## config.mk

```make
export PLATFORM = sky130hd
export DESIGN_NAME = fixed_frame_command_parser_core_flat
export DESIGN_NICKNAME = d
export VERILOG_FILES = /design/src/rtl/ffcp_pkg.sv /design/src/rtl/ffcp_req_if.sv /design/src/rtl/ffcp_rsp_if.sv /design/src/rtl/fixed_frame_command_parser_core.sv /design/src/rtl/ffcp_cell.sv /design/src/rtl/ffcp_ctrl.sv /design/src/flat_wrapper.sv
export SDC_FILE = /design/constraint.sdc
export NUM_CORES = 1
export LEC_CHECK = 0
export BUFFER_PORTS_ARGS = -buffer_cell sky130_fd_sc_hd__buf_2
export CELL_PAD_IN_SITES_DETAIL_PLACEMENT = 1
export CELL_PAD_IN_SITES_GLOBAL_PLACEMENT = 1
export CORE_MARGIN = 1
export CORE_UTILIZATION = 51
export CTS_CLUSTER_DIAMETER = 200
export DETAILED_ROUTE_END_ITERATION = 12
export PLACE_DENSITY = 0.88
export SYNTH_ARGS = -nofsm -noshare
export SYNTH_HDL_FRONTEND = slang
export SYNTH_HIERARCHICAL = 1
export SYNTH_SLANG_ARGS = --single-unit
export TNS_END_PERCENT = 20
```

## constraint.sdc

```tcl
create_clock -name clock -period 15.2 [get_ports clock]
set_input_delay 0 -clock clock [delete_from_list [all_inputs] [get_ports clock]]
set_output_delay 0 -clock clock [all_outputs]
set_load 0.05 [all_outputs]
```

## src/rtl/ffcp_pkg.sv

```systemverilog
// ----------------------------------------------------------------------------
// ffcp_pkg
// Shared constants and types for the fixed frame command parser.
// ----------------------------------------------------------------------------
`default_nettype none

package ffcp_pkg;

   localparam int unsigned BYTE_W      = 8;
   localparam int unsigned WORD_W      = 16;
   localparam int unsigned POS_W       = 4;
   localparam int unsigned RUN_W       = 2;
   localparam int unsigned ODD_W       = 4;

   // Cells hold frame bytes 5..13 once byte 13 has been taken.
   localparam int unsigned CHAIN_DEPTH = 9;

   localparam logic [BYTE_W-1:0] HEADER_MARK  = 8'hFF;
   localparam logic [BYTE_W-1:0] TRAILER_MARK = 8'hF0;

   localparam logic [POS_W-1:0]  FIRST_POS    = 4'd2;
   localparam logic [POS_W-1:0]  ODD_LAST_POS = 4'd11;
   localparam logic [POS_W-1:0]  LAST_POS     = 4'd14;
   localparam logic [RUN_W-1:0]  HEADER_RUN   = 2'd2;

   // Cell taps at the final byte of a frame.
   localparam int unsigned TAP_TRAILER = 0;
   localparam int unsigned TAP_CHECK   = 1;
   localparam int unsigned TAP_PITCH_L = 2;
   localparam int unsigned TAP_PITCH_H = 3;
   localparam int unsigned TAP_SPEED_L = 4;
   localparam int unsigned TAP_SPEED_H = 5;
   localparam int unsigned TAP_YAW_L   = 6;
   localparam int unsigned TAP_YAW_H   = 7;
   localparam int unsigned TAP_MODE    = 8;

   typedef struct packed {
      logic             last_byte;
      logic [ODD_W-1:0] odd_count;
   } ffcp_status_type;

endpackage

`default_nettype wire

```

## src/rtl/ffcp_req_if.sv

```systemverilog
// ----------------------------------------------------------------------------
// ffcp_req_if
// Byte input channel: valid/ready handshake with one received byte.
// ----------------------------------------------------------------------------
`default_nettype none

interface ffcp_req_if;
   logic       valid;
   logic       ready;
   logic [7:0] rx_byte;

   modport source (output valid, output rx_byte, input ready);
   modport sink   (input valid, input rx_byte, output ready);
endinterface

`default_nettype wire

```

## src/rtl/ffcp_rsp_if.sv

```systemverilog
// ----------------------------------------------------------------------------
// ffcp_rsp_if
// Command output channel: valid/ready handshake with decoded frame fields.
// ----------------------------------------------------------------------------
`default_nettype none

interface ffcp_rsp_if;
   logic               valid;
   logic               ready;
   logic        [7:0]  mode_byte;
   logic signed [15:0] yaw_word;
   logic signed [15:0] speed_word;
   logic signed [15:0] pitch_word;

   modport source (output valid, output mode_byte, output yaw_word,
                   output speed_word, output pitch_word, input ready);
   modport sink   (input valid, input mode_byte, input yaw_word,
                   input speed_word, input pitch_word, output ready);
endinterface

`default_nettype wire

```

## src/rtl/fixed_frame_command_parser_core.sv

```systemverilog
// ----------------------------------------------------------------------------
// fixed_frame_command_parser_core
// 15-byte command frame parser: FF FF header, odd-byte count, F0 F0 trailer.
// ----------------------------------------------------------------------------
// Result: registered, valid in the cycle after the frame's last byte is taken.
// Throughput: one byte per cycle unless stalled; bytes shift through a row
//   of nine byte cells, so no byte waits on the previous one.
// Input stalls only while a finished result is held and not taken.
// Reset: synchronous; clears framing state and the output valid, not the cells.
`default_nettype none

module fixed_frame_command_parser_core
   import ffcp_pkg::*;
(
   input  wire logic   clock,
   input  wire logic   reset,
   ffcp_req_if.sink    req,
   ffcp_rsp_if.source  rsp
);

   logic              take;
   logic              frame_ok;
   ffcp_status_type   status;
   logic [BYTE_W-1:0] feed [CHAIN_DEPTH];
   logic [BYTE_W-1:0] tap  [CHAIN_DEPTH];

   logic              rsp_valid_ff, rsp_valid_in;
   logic [BYTE_W-1:0] mode_ff;
   logic [WORD_W-1:0] yaw_ff, speed_ff, pitch_ff;

   assign req.ready = !rsp_valid_ff || rsp.ready;
   assign take      = req.valid && req.ready;

   ffcp_ctrl u_ctrl (
      .clock   (clock),
      .reset   (reset),
      .take    (take),
      .rx_byte (req.rx_byte),
      .status  (status)
   );

   assign feed[0] = req.rx_byte;

   for (genvar i = 0; i < CHAIN_DEPTH; i++) begin : g_cell
      if (i > 0) begin : g_link
         assign feed[i] = tap[i-1];
      end
      ffcp_cell u_cell (
         .clock    (clock),
         .shift_en (take),
         .d_in     (feed[i]),
         .q_out    (tap[i])
      );
   end

   assign frame_ok = take && status.last_byte
                     && (tap[TAP_CHECK] == BYTE_W'(status.odd_count))
                     && (tap[TAP_TRAILER] == TRAILER_MARK)
                     && (req.rx_byte == TRAILER_MARK);

   assign rsp_valid_in = frame_ok || (rsp_valid_ff && !rsp.ready);

   always_ff @(posedge clock) begin
      if (reset) begin
         rsp_valid_ff <= 1'b0;
      end else begin
         rsp_valid_ff <= rsp_valid_in;
      end
   end

   always_ff @(posedge clock) begin
      if (frame_ok) begin
         mode_ff  <= tap[TAP_MODE];
         yaw_ff   <= {tap[TAP_YAW_H], tap[TAP_YAW_L]};
         speed_ff <= {tap[TAP_SPEED_H], tap[TAP_SPEED_L]};
         pitch_ff <= {tap[TAP_PITCH_H], tap[TAP_PITCH_L]};
      end
   end

   assign rsp.valid      = rsp_valid_ff;
   assign rsp.mode_byte  = mode_ff;
   assign rsp.yaw_word   = yaw_ff;
   assign rsp.speed_word = speed_ff;
   assign rsp.pitch_word = pitch_ff;

endmodule

`default_nettype wire

```

## src/rtl/ffcp_cell.sv

```systemverilog
// ----------------------------------------------------------------------------
// ffcp_cell
// One byte cell of the capture chain; passes its byte on at each transaction.
// ----------------------------------------------------------------------------
`default_nettype none

module ffcp_cell
   import ffcp_pkg::*;
(
   input  wire logic              clock,
   input  wire logic              shift_en,
   input  wire logic [BYTE_W-1:0] d_in,
   output logic      [BYTE_W-1:0] q_out
);

   logic [BYTE_W-1:0] byte_ff;
   logic [BYTE_W-1:0] byte_in;

   assign byte_in = shift_en ? d_in : byte_ff;

   always_ff @(posedge clock) begin
      byte_ff <= byte_in;
   end

   assign q_out = byte_ff;

endmodule

`default_nettype wire

```

## src/rtl/ffcp_ctrl.sv

```systemverilog
// ----------------------------------------------------------------------------
// ffcp_ctrl
// Header hunt, frame position and running odd-byte count.
// ----------------------------------------------------------------------------
`default_nettype none

module ffcp_ctrl
   import ffcp_pkg::*;
(
   input  wire logic              clock,
   input  wire logic              reset,
   input  wire logic              take,
   input  wire logic [BYTE_W-1:0] rx_byte,
   output ffcp_status_type        status
);

   logic             in_frame_ff, in_frame_in;
   logic [POS_W-1:0] pos_ff, pos_in;
   logic [RUN_W-1:0] run_ff, run_in;
   logic [ODD_W-1:0] odd_ff, odd_in;

   always_comb begin
      in_frame_in = in_frame_ff;
      pos_in      = pos_ff;
      run_in      = run_ff;
      odd_in      = odd_ff;
      if (take) begin
         if (in_frame_ff) begin
            if (pos_ff <= ODD_LAST_POS) begin
               odd_in = odd_ff + ODD_W'(rx_byte[0]);
            end
            if (pos_ff == LAST_POS) begin
               in_frame_in = 1'b0;
               pos_in      = '0;
            end else begin
               pos_in = pos_ff + POS_W'(1);
            end
         end else begin
            run_in = (rx_byte == HEADER_MARK) ? run_ff + RUN_W'(1) : '0;
            if (run_in >= HEADER_RUN) begin
               run_in      = '0;
               in_frame_in = 1'b1;
               pos_in      = FIRST_POS;
               odd_in      = '0;
            end
         end
      end
   end

   always_ff @(posedge clock) begin
      if (reset) begin
         in_frame_ff <= 1'b0;
         pos_ff      <= '0;
         run_ff      <= '0;
         odd_ff      <= '0;
      end else begin
         in_frame_ff <= in_frame_in;
         pos_ff      <= pos_in;
         run_ff      <= run_in;
         odd_ff      <= odd_in;
      end
   end

   assign status.last_byte = in_frame_ff && (pos_ff == LAST_POS);
   assign status.odd_count = odd_ff;

endmodule

`default_nettype wire

```

## src/flat_wrapper.sv

```systemverilog
// flat-port wrapper written by rule: the top's interface ports become plain ports
module fixed_frame_command_parser_core_flat import ffcp_pkg::*;
  (clock, reset, req_valid, req_rx_byte, req_ready, rsp_valid, rsp_mode_byte, rsp_yaw_word, rsp_speed_word, rsp_pitch_word, rsp_ready);
  ffcp_req_if req_i ();
  ffcp_rsp_if rsp_i ();
  input  wire logic clock;
  input  wire logic reset;
  input wire logic [$bits(req_i.valid)-1:0] req_valid;
  input wire logic [$bits(req_i.rx_byte)-1:0] req_rx_byte;
  output wire logic [$bits(req_i.ready)-1:0] req_ready;
  output wire logic [$bits(rsp_i.valid)-1:0] rsp_valid;
  output wire logic [$bits(rsp_i.mode_byte)-1:0] rsp_mode_byte;
  output wire logic [$bits(rsp_i.yaw_word)-1:0] rsp_yaw_word;
  output wire logic [$bits(rsp_i.speed_word)-1:0] rsp_speed_word;
  output wire logic [$bits(rsp_i.pitch_word)-1:0] rsp_pitch_word;
  input wire logic [$bits(rsp_i.ready)-1:0] rsp_ready;
  assign req_i.valid = req_valid;
  assign req_i.rx_byte = req_rx_byte;
  assign req_ready = req_i.ready;
  assign rsp_valid = rsp_i.valid;
  assign rsp_mode_byte = rsp_i.mode_byte;
  assign rsp_yaw_word = rsp_i.yaw_word;
  assign rsp_speed_word = rsp_i.speed_word;
  assign rsp_pitch_word = rsp_i.pitch_word;
  assign rsp_i.ready = rsp_ready;
  fixed_frame_command_parser_core u_core (.clock(clock), .reset(reset), .req(req_i), .rsp(rsp_i));
endmodule
```

* Word level (Yosys, flattened, before mapping) *
Cells that the tools add are included.

storage, ports and cells
  bits in registers = 140
  bits of input ports = 12
  output and inout bits = 58
  word-level logic and storage cells = 56

cells by class
  $add $sub $neg = 3
  order comparisons = 2
  equal/unequal tests = 6
  muxes and demuxes = 11
  bitwise gates (word level) = 1
  reductions and logical operators = 15

operators with widths
  kind                   count
  $eq A8 B8 Y1 const B   3
  $mux W4                6
  $eq A8 B4 Y1           1
  $logic_and A1 B1 Y1    7
  $add A4 B1 Y4          1
  $add A4 B1 Y4 const B  1
  $eq A4 B4 Y1 const B   1
  $le A4 B4 Y1 const B   1
  $mux W2                2
  $reduce_and A2 Y1      2
  $mux W1                3
  $reduce_and A3 Y1      1
  $add A2 B1 Y2 const B  1
  $ge A2 B2 Y1 const B   1
  $logic_not A1 Y1       2
  $logic_or A1 B1 Y1     2
  $ne A2 B1 Y1 const B   1
  $reduce_bool A2 Y1     1
  $not A1 Y1             1

* Logic depth before layout (Yosys ltp) *
  depth after elaboration = 8
  gate-level depth with buffers = 6
  depth with buffers taken out = 6

* Cells and area by module *
Netlist, hierarchy kept.

modules (own cells, without submodules)
  module                           times used  cells each  area an instance (µm²)  sequential area each (µm²)
  ffcp_cell                        9           8           240.2                   240.2
  fixed_frame_command_parser_core  1           78          1895.6                  1701.6
  ffcp_ctrl                        1           71          564.3                   220.2

* Least setup slack after synthesis *
OpenSTA, ideal clock, no wires.

  path kind = flip-flop to flip-flop
  start point = reg u_core.u_ctrl.pos_ff[2]
  end point = reg u_core.mode_ff[0] (netlist: u_core/rsp.mode_byte[0]) (enable)
  library setup time = 0.628 ns
  data arrival time = 6.936 ns
  data required time = 14.572 ns
  slack = 7.636 ns
  stages on the path, launching flop included = 7
  path buffers = 1
  period minus slack after synthesis = 7.564 ns
  path through = dfxtp_1 -> buf_2 -> nand3_1 -> nor3b_1 -> and4b_1 -> nand4_1 -> nor4b_1

RTL lines
  what                    RTL line                               text
  start, declared         ffcp_ctrl.sv:18                        logic [POS_W-1:0] pos_ff, pos_in;
  start signal, assigned  ffcp_ctrl.sv:58                        pos_ff <= pos_in;
  end signal, assigned    fixed_frame_command_parser_core.sv:73  mode_ff <= tap[TAP_MODE];
  end, declared           fixed_frame_command_parser_core.sv:28  logic [BYTE_W-1:0] mode_ff;

==> flow_metrics.tcl <==
set metrics [dict create \
    status "completed" \
    layout_commonest_cell "edfxtp_1" \
    cts_tree "yes" \
    worst_clock_skew_ns 0.00915 \
    coreArea_sq_um 8760 \
    die_w_microns 97.2 \
    port-buffer-count 69 \
    clock-sinks 140 \
    fin_tns_setup_ns 0 \
    drt_iter0_drc 181 \
    wl_per_cell_microns 22.4 \
    synth_fp_nets 235 \
    row_count 34 \
    dr.pass1.iters 4 \
    hold_viol 0 \
    crit_type "flop to flop" \
    syn-instance-count 221 \
    yosys_warnings 6 \
    internal_power_mw 0.692 \
    vias 2394 \
    vias_per_cell 5.45 \
    cts_max_level 4 \
    place_congestion 0.858 \
    ys_seq_area_share_pct 88.4 \
    initial_utilization_pct 52.7 \
    clock_latency_ns 0.52 \
    startpoint_type "flop" \
    min_period_ns 2.77 \
    grtUsageTotal_pct 22.2 \
    ys_seq_elements 140 \
    synth_top_area_share_pct 83.2 \
    cts.clk_slew.worst_paths_ns 0.06 \
    n_antenna_cell 0 \
    cp_max_fo 56 \
    drv_cap 0 \
    fmax_mhz 361 \
    layout_common_cells "128 x edfxtp_1, 69 x buf_2, 16 x clkbuf_16" \
    nets 332 \
    min_path_type "input port to flop" \
    max-slew-margin-rel_pct 33.7 \
    slowest_delay_ns 0.63 \
    ir_drop_mv 0.0693 \
    whs_ns 0.234 \
    ctsRootBufferMaster "clkbuf_8" \
    cellLeakagePower_nw 2.07 \
    p_comb_share_pct 1.3 \
    finalMaxSlewViolations 0 \
    synthTopCellsByArea "edfxtp_1 83%, dfxtp_1 5.2%, a21oi_1 0.87%" \
    end_kind "flop" \
    yosys.cell_types.count 31 \
    routed_wl_microns 9810 \
    avgSynthCellArea_sq_um 20.9 \
    numCtsBuffers 17 \
    seqPwrFrac_pct 50.7 \
    clock_path_buffers 2 \
    setup_viol 0 \
    io_pins 70 \
    p_switching_mw 0.180 \
    rsz0062_at_grt "no" \
    power_frac_clock_pct 47.9 \
    layout-drive-gt1-share_pct 32.3 \
    synth_top_cell_by_area "edfxtp_1" \
    area_delta_synth_final_pct 25.9 \
    r2r_slack_ns 12.43 \
    crit_slowest_cell "buf_4" \
    fin_util_pct 66.4 \
    grt_overflow_total 0 \
    cp_cell_sequence "nand3_1 -> nor3b_1 -> and4b_1 -> nand4_1 -> nor4b_2 -> buf_4" \
    fin_crit_sh_pct 18.2 \
    critPathRequiredTime_ns 15.34 \
    crit_arrival_ns 2.91 \
    grt_max_degree 79 \
    ant_nets 0 \
    die_y_microns 97.2 \
    power.density_nw_per_um2 150 \
    antenna_found_initial 0 \
    dieArea_sq_um 9450 \
    drc 0 \
    grt_pass1_wl_microns 14800 \
    grt_pass1_vias 2548 \
    fillers 756 \
    cts_resized 0 \
    hpwl_microns 5730 \
    synth_area_sq_um 4620 \
    switching_share_pct 20.7 \
    worst_slew_pin_slew_ns 0.995 \
]
cell usage after synthesis (all sizes together):
master / number
nor4b: 3
nand3b: 2
and4b: 3
and4: 3
a31oi: 5
nand2b: 4
buf: 1
a21oi: 8
and4bb: 1
o21ai: 3
nand2: 8
xnor2: 4
nor3: 3
and2: 2
o41ai: 1
edfxtp: 128
nor2b: 1
nor3b: 2
xor2: 3
clkbuf: 2
dfxtp: 12
nand4: 6
or2: 1
ha: 2
nand3: 6
nor4: 2
nor2: 4
and3: 1
metal layers:
metal  global-route usage (%)  share of wire (%)  vias up
met5                        0                  0        -
met4                     9.53                1.9        0
met3                     5.40                5.2       16
met2                     41.2                 56      110
met1                     23.9                 37     1190
li1                         -                  -     1078
final timing paths:
path | from | end | cells after the start
worst min register to register | u_core/g_cell[8].u_cell/q_out[3] | u_core/rsp.mode_byte[3] | 0
worst max register to register | u_core/u_ctrl/pos_ff[2] | u_core/rsp.pitch_word[4] | 6
worst min-delay path | req_rx_byte[6] | u_core/g_cell[0].u_cell/q_out[6] | 2
worst max-delay path | u_core/u_ctrl/pos_ff[2] | u_core/rsp.pitch_word[4] | 6
area by class of cell:
class	instances	area, sq um	area share [%]
clock buffers	17	414	7.12
clock inverters	15	186	3.20
multi-input cells	78	534	9.18
flip-flops and latches	140	4080	70.2
well taps	108	135	2.32
repair buffers	81	463	7.96
through the flow:
stage          setup WS, ns  instance area, sq um  power (mW)  instances
2_1_floorplan          7.64                  4620       0.451        221
3_3_place_gp          12.72                  5110       0.457        396
3_5_place_dp          12.50                  5110       0.459        396
4_1_cts               12.48                  5820       0.879        439
5_1_grt               12.25                  5820       0.897        439
6_report              12.43                  5820       0.873        439
what timing repair did:
| action | CTS | global route |
|---|---|---|
| hold buffers | 11 | 0 |
| hold endpoints to repair | 20 | 0 |
| buffers inserted | 0 | 0 |
critical path: cells and delay by family, from the launching register on:
kind | cells | cell delay [ns]
simple gates | 5 | 1.24
buf+inv | 1 | 0.63
flops | 1 | 0.49
kinds of logic (layout without fill, tap and decap cells):
kind of cell | count (synthesis) | in the layout | share of synthesized area [%]
compound gates | 17 | 17 | 2.06
simple gates | 52 | 52 | 7.44
xor+xnor | 7 | 7 | 1.33
flops | 140 | 140 | 88.4
buf+inv | 3 | 113 | 0.271
fa+ha+maj | 2 | 2 | 0.541
state kept, by name, indices dropped and copies added, names as in the netlist:
name and flops:
u_core/rsp.speed_word 16, u_core/u_ctrl/pos_ff 4, u_core/rsp.yaw_word 16, u_core/rsp.mode_byte 8, u_core/rsp.pitch_word 16, u_core/rsp.valid 1
u_core/u_ctrl/run_ff 2, u_core/u_ctrl/odd_ff 4, u_core/u_ctrl/in_frame_ff 1, u_core/g_cell.u_cell/q_out 72
power by group through the flow:
stage	combinational (mW)	sequential (mW)	clock, mW
4_1_cts	0.0115	0.443	0.425
5_1_grt	0.0126	0.444	0.441
2_1_floorplan	0.00527	0.446	0
6_report	0.0116	0.443	0.418
3_3_place_gp	0.00928	0.447	0
3_5_place_dp	0.00955	0.450	0
(Power assumes the default switching activity.)
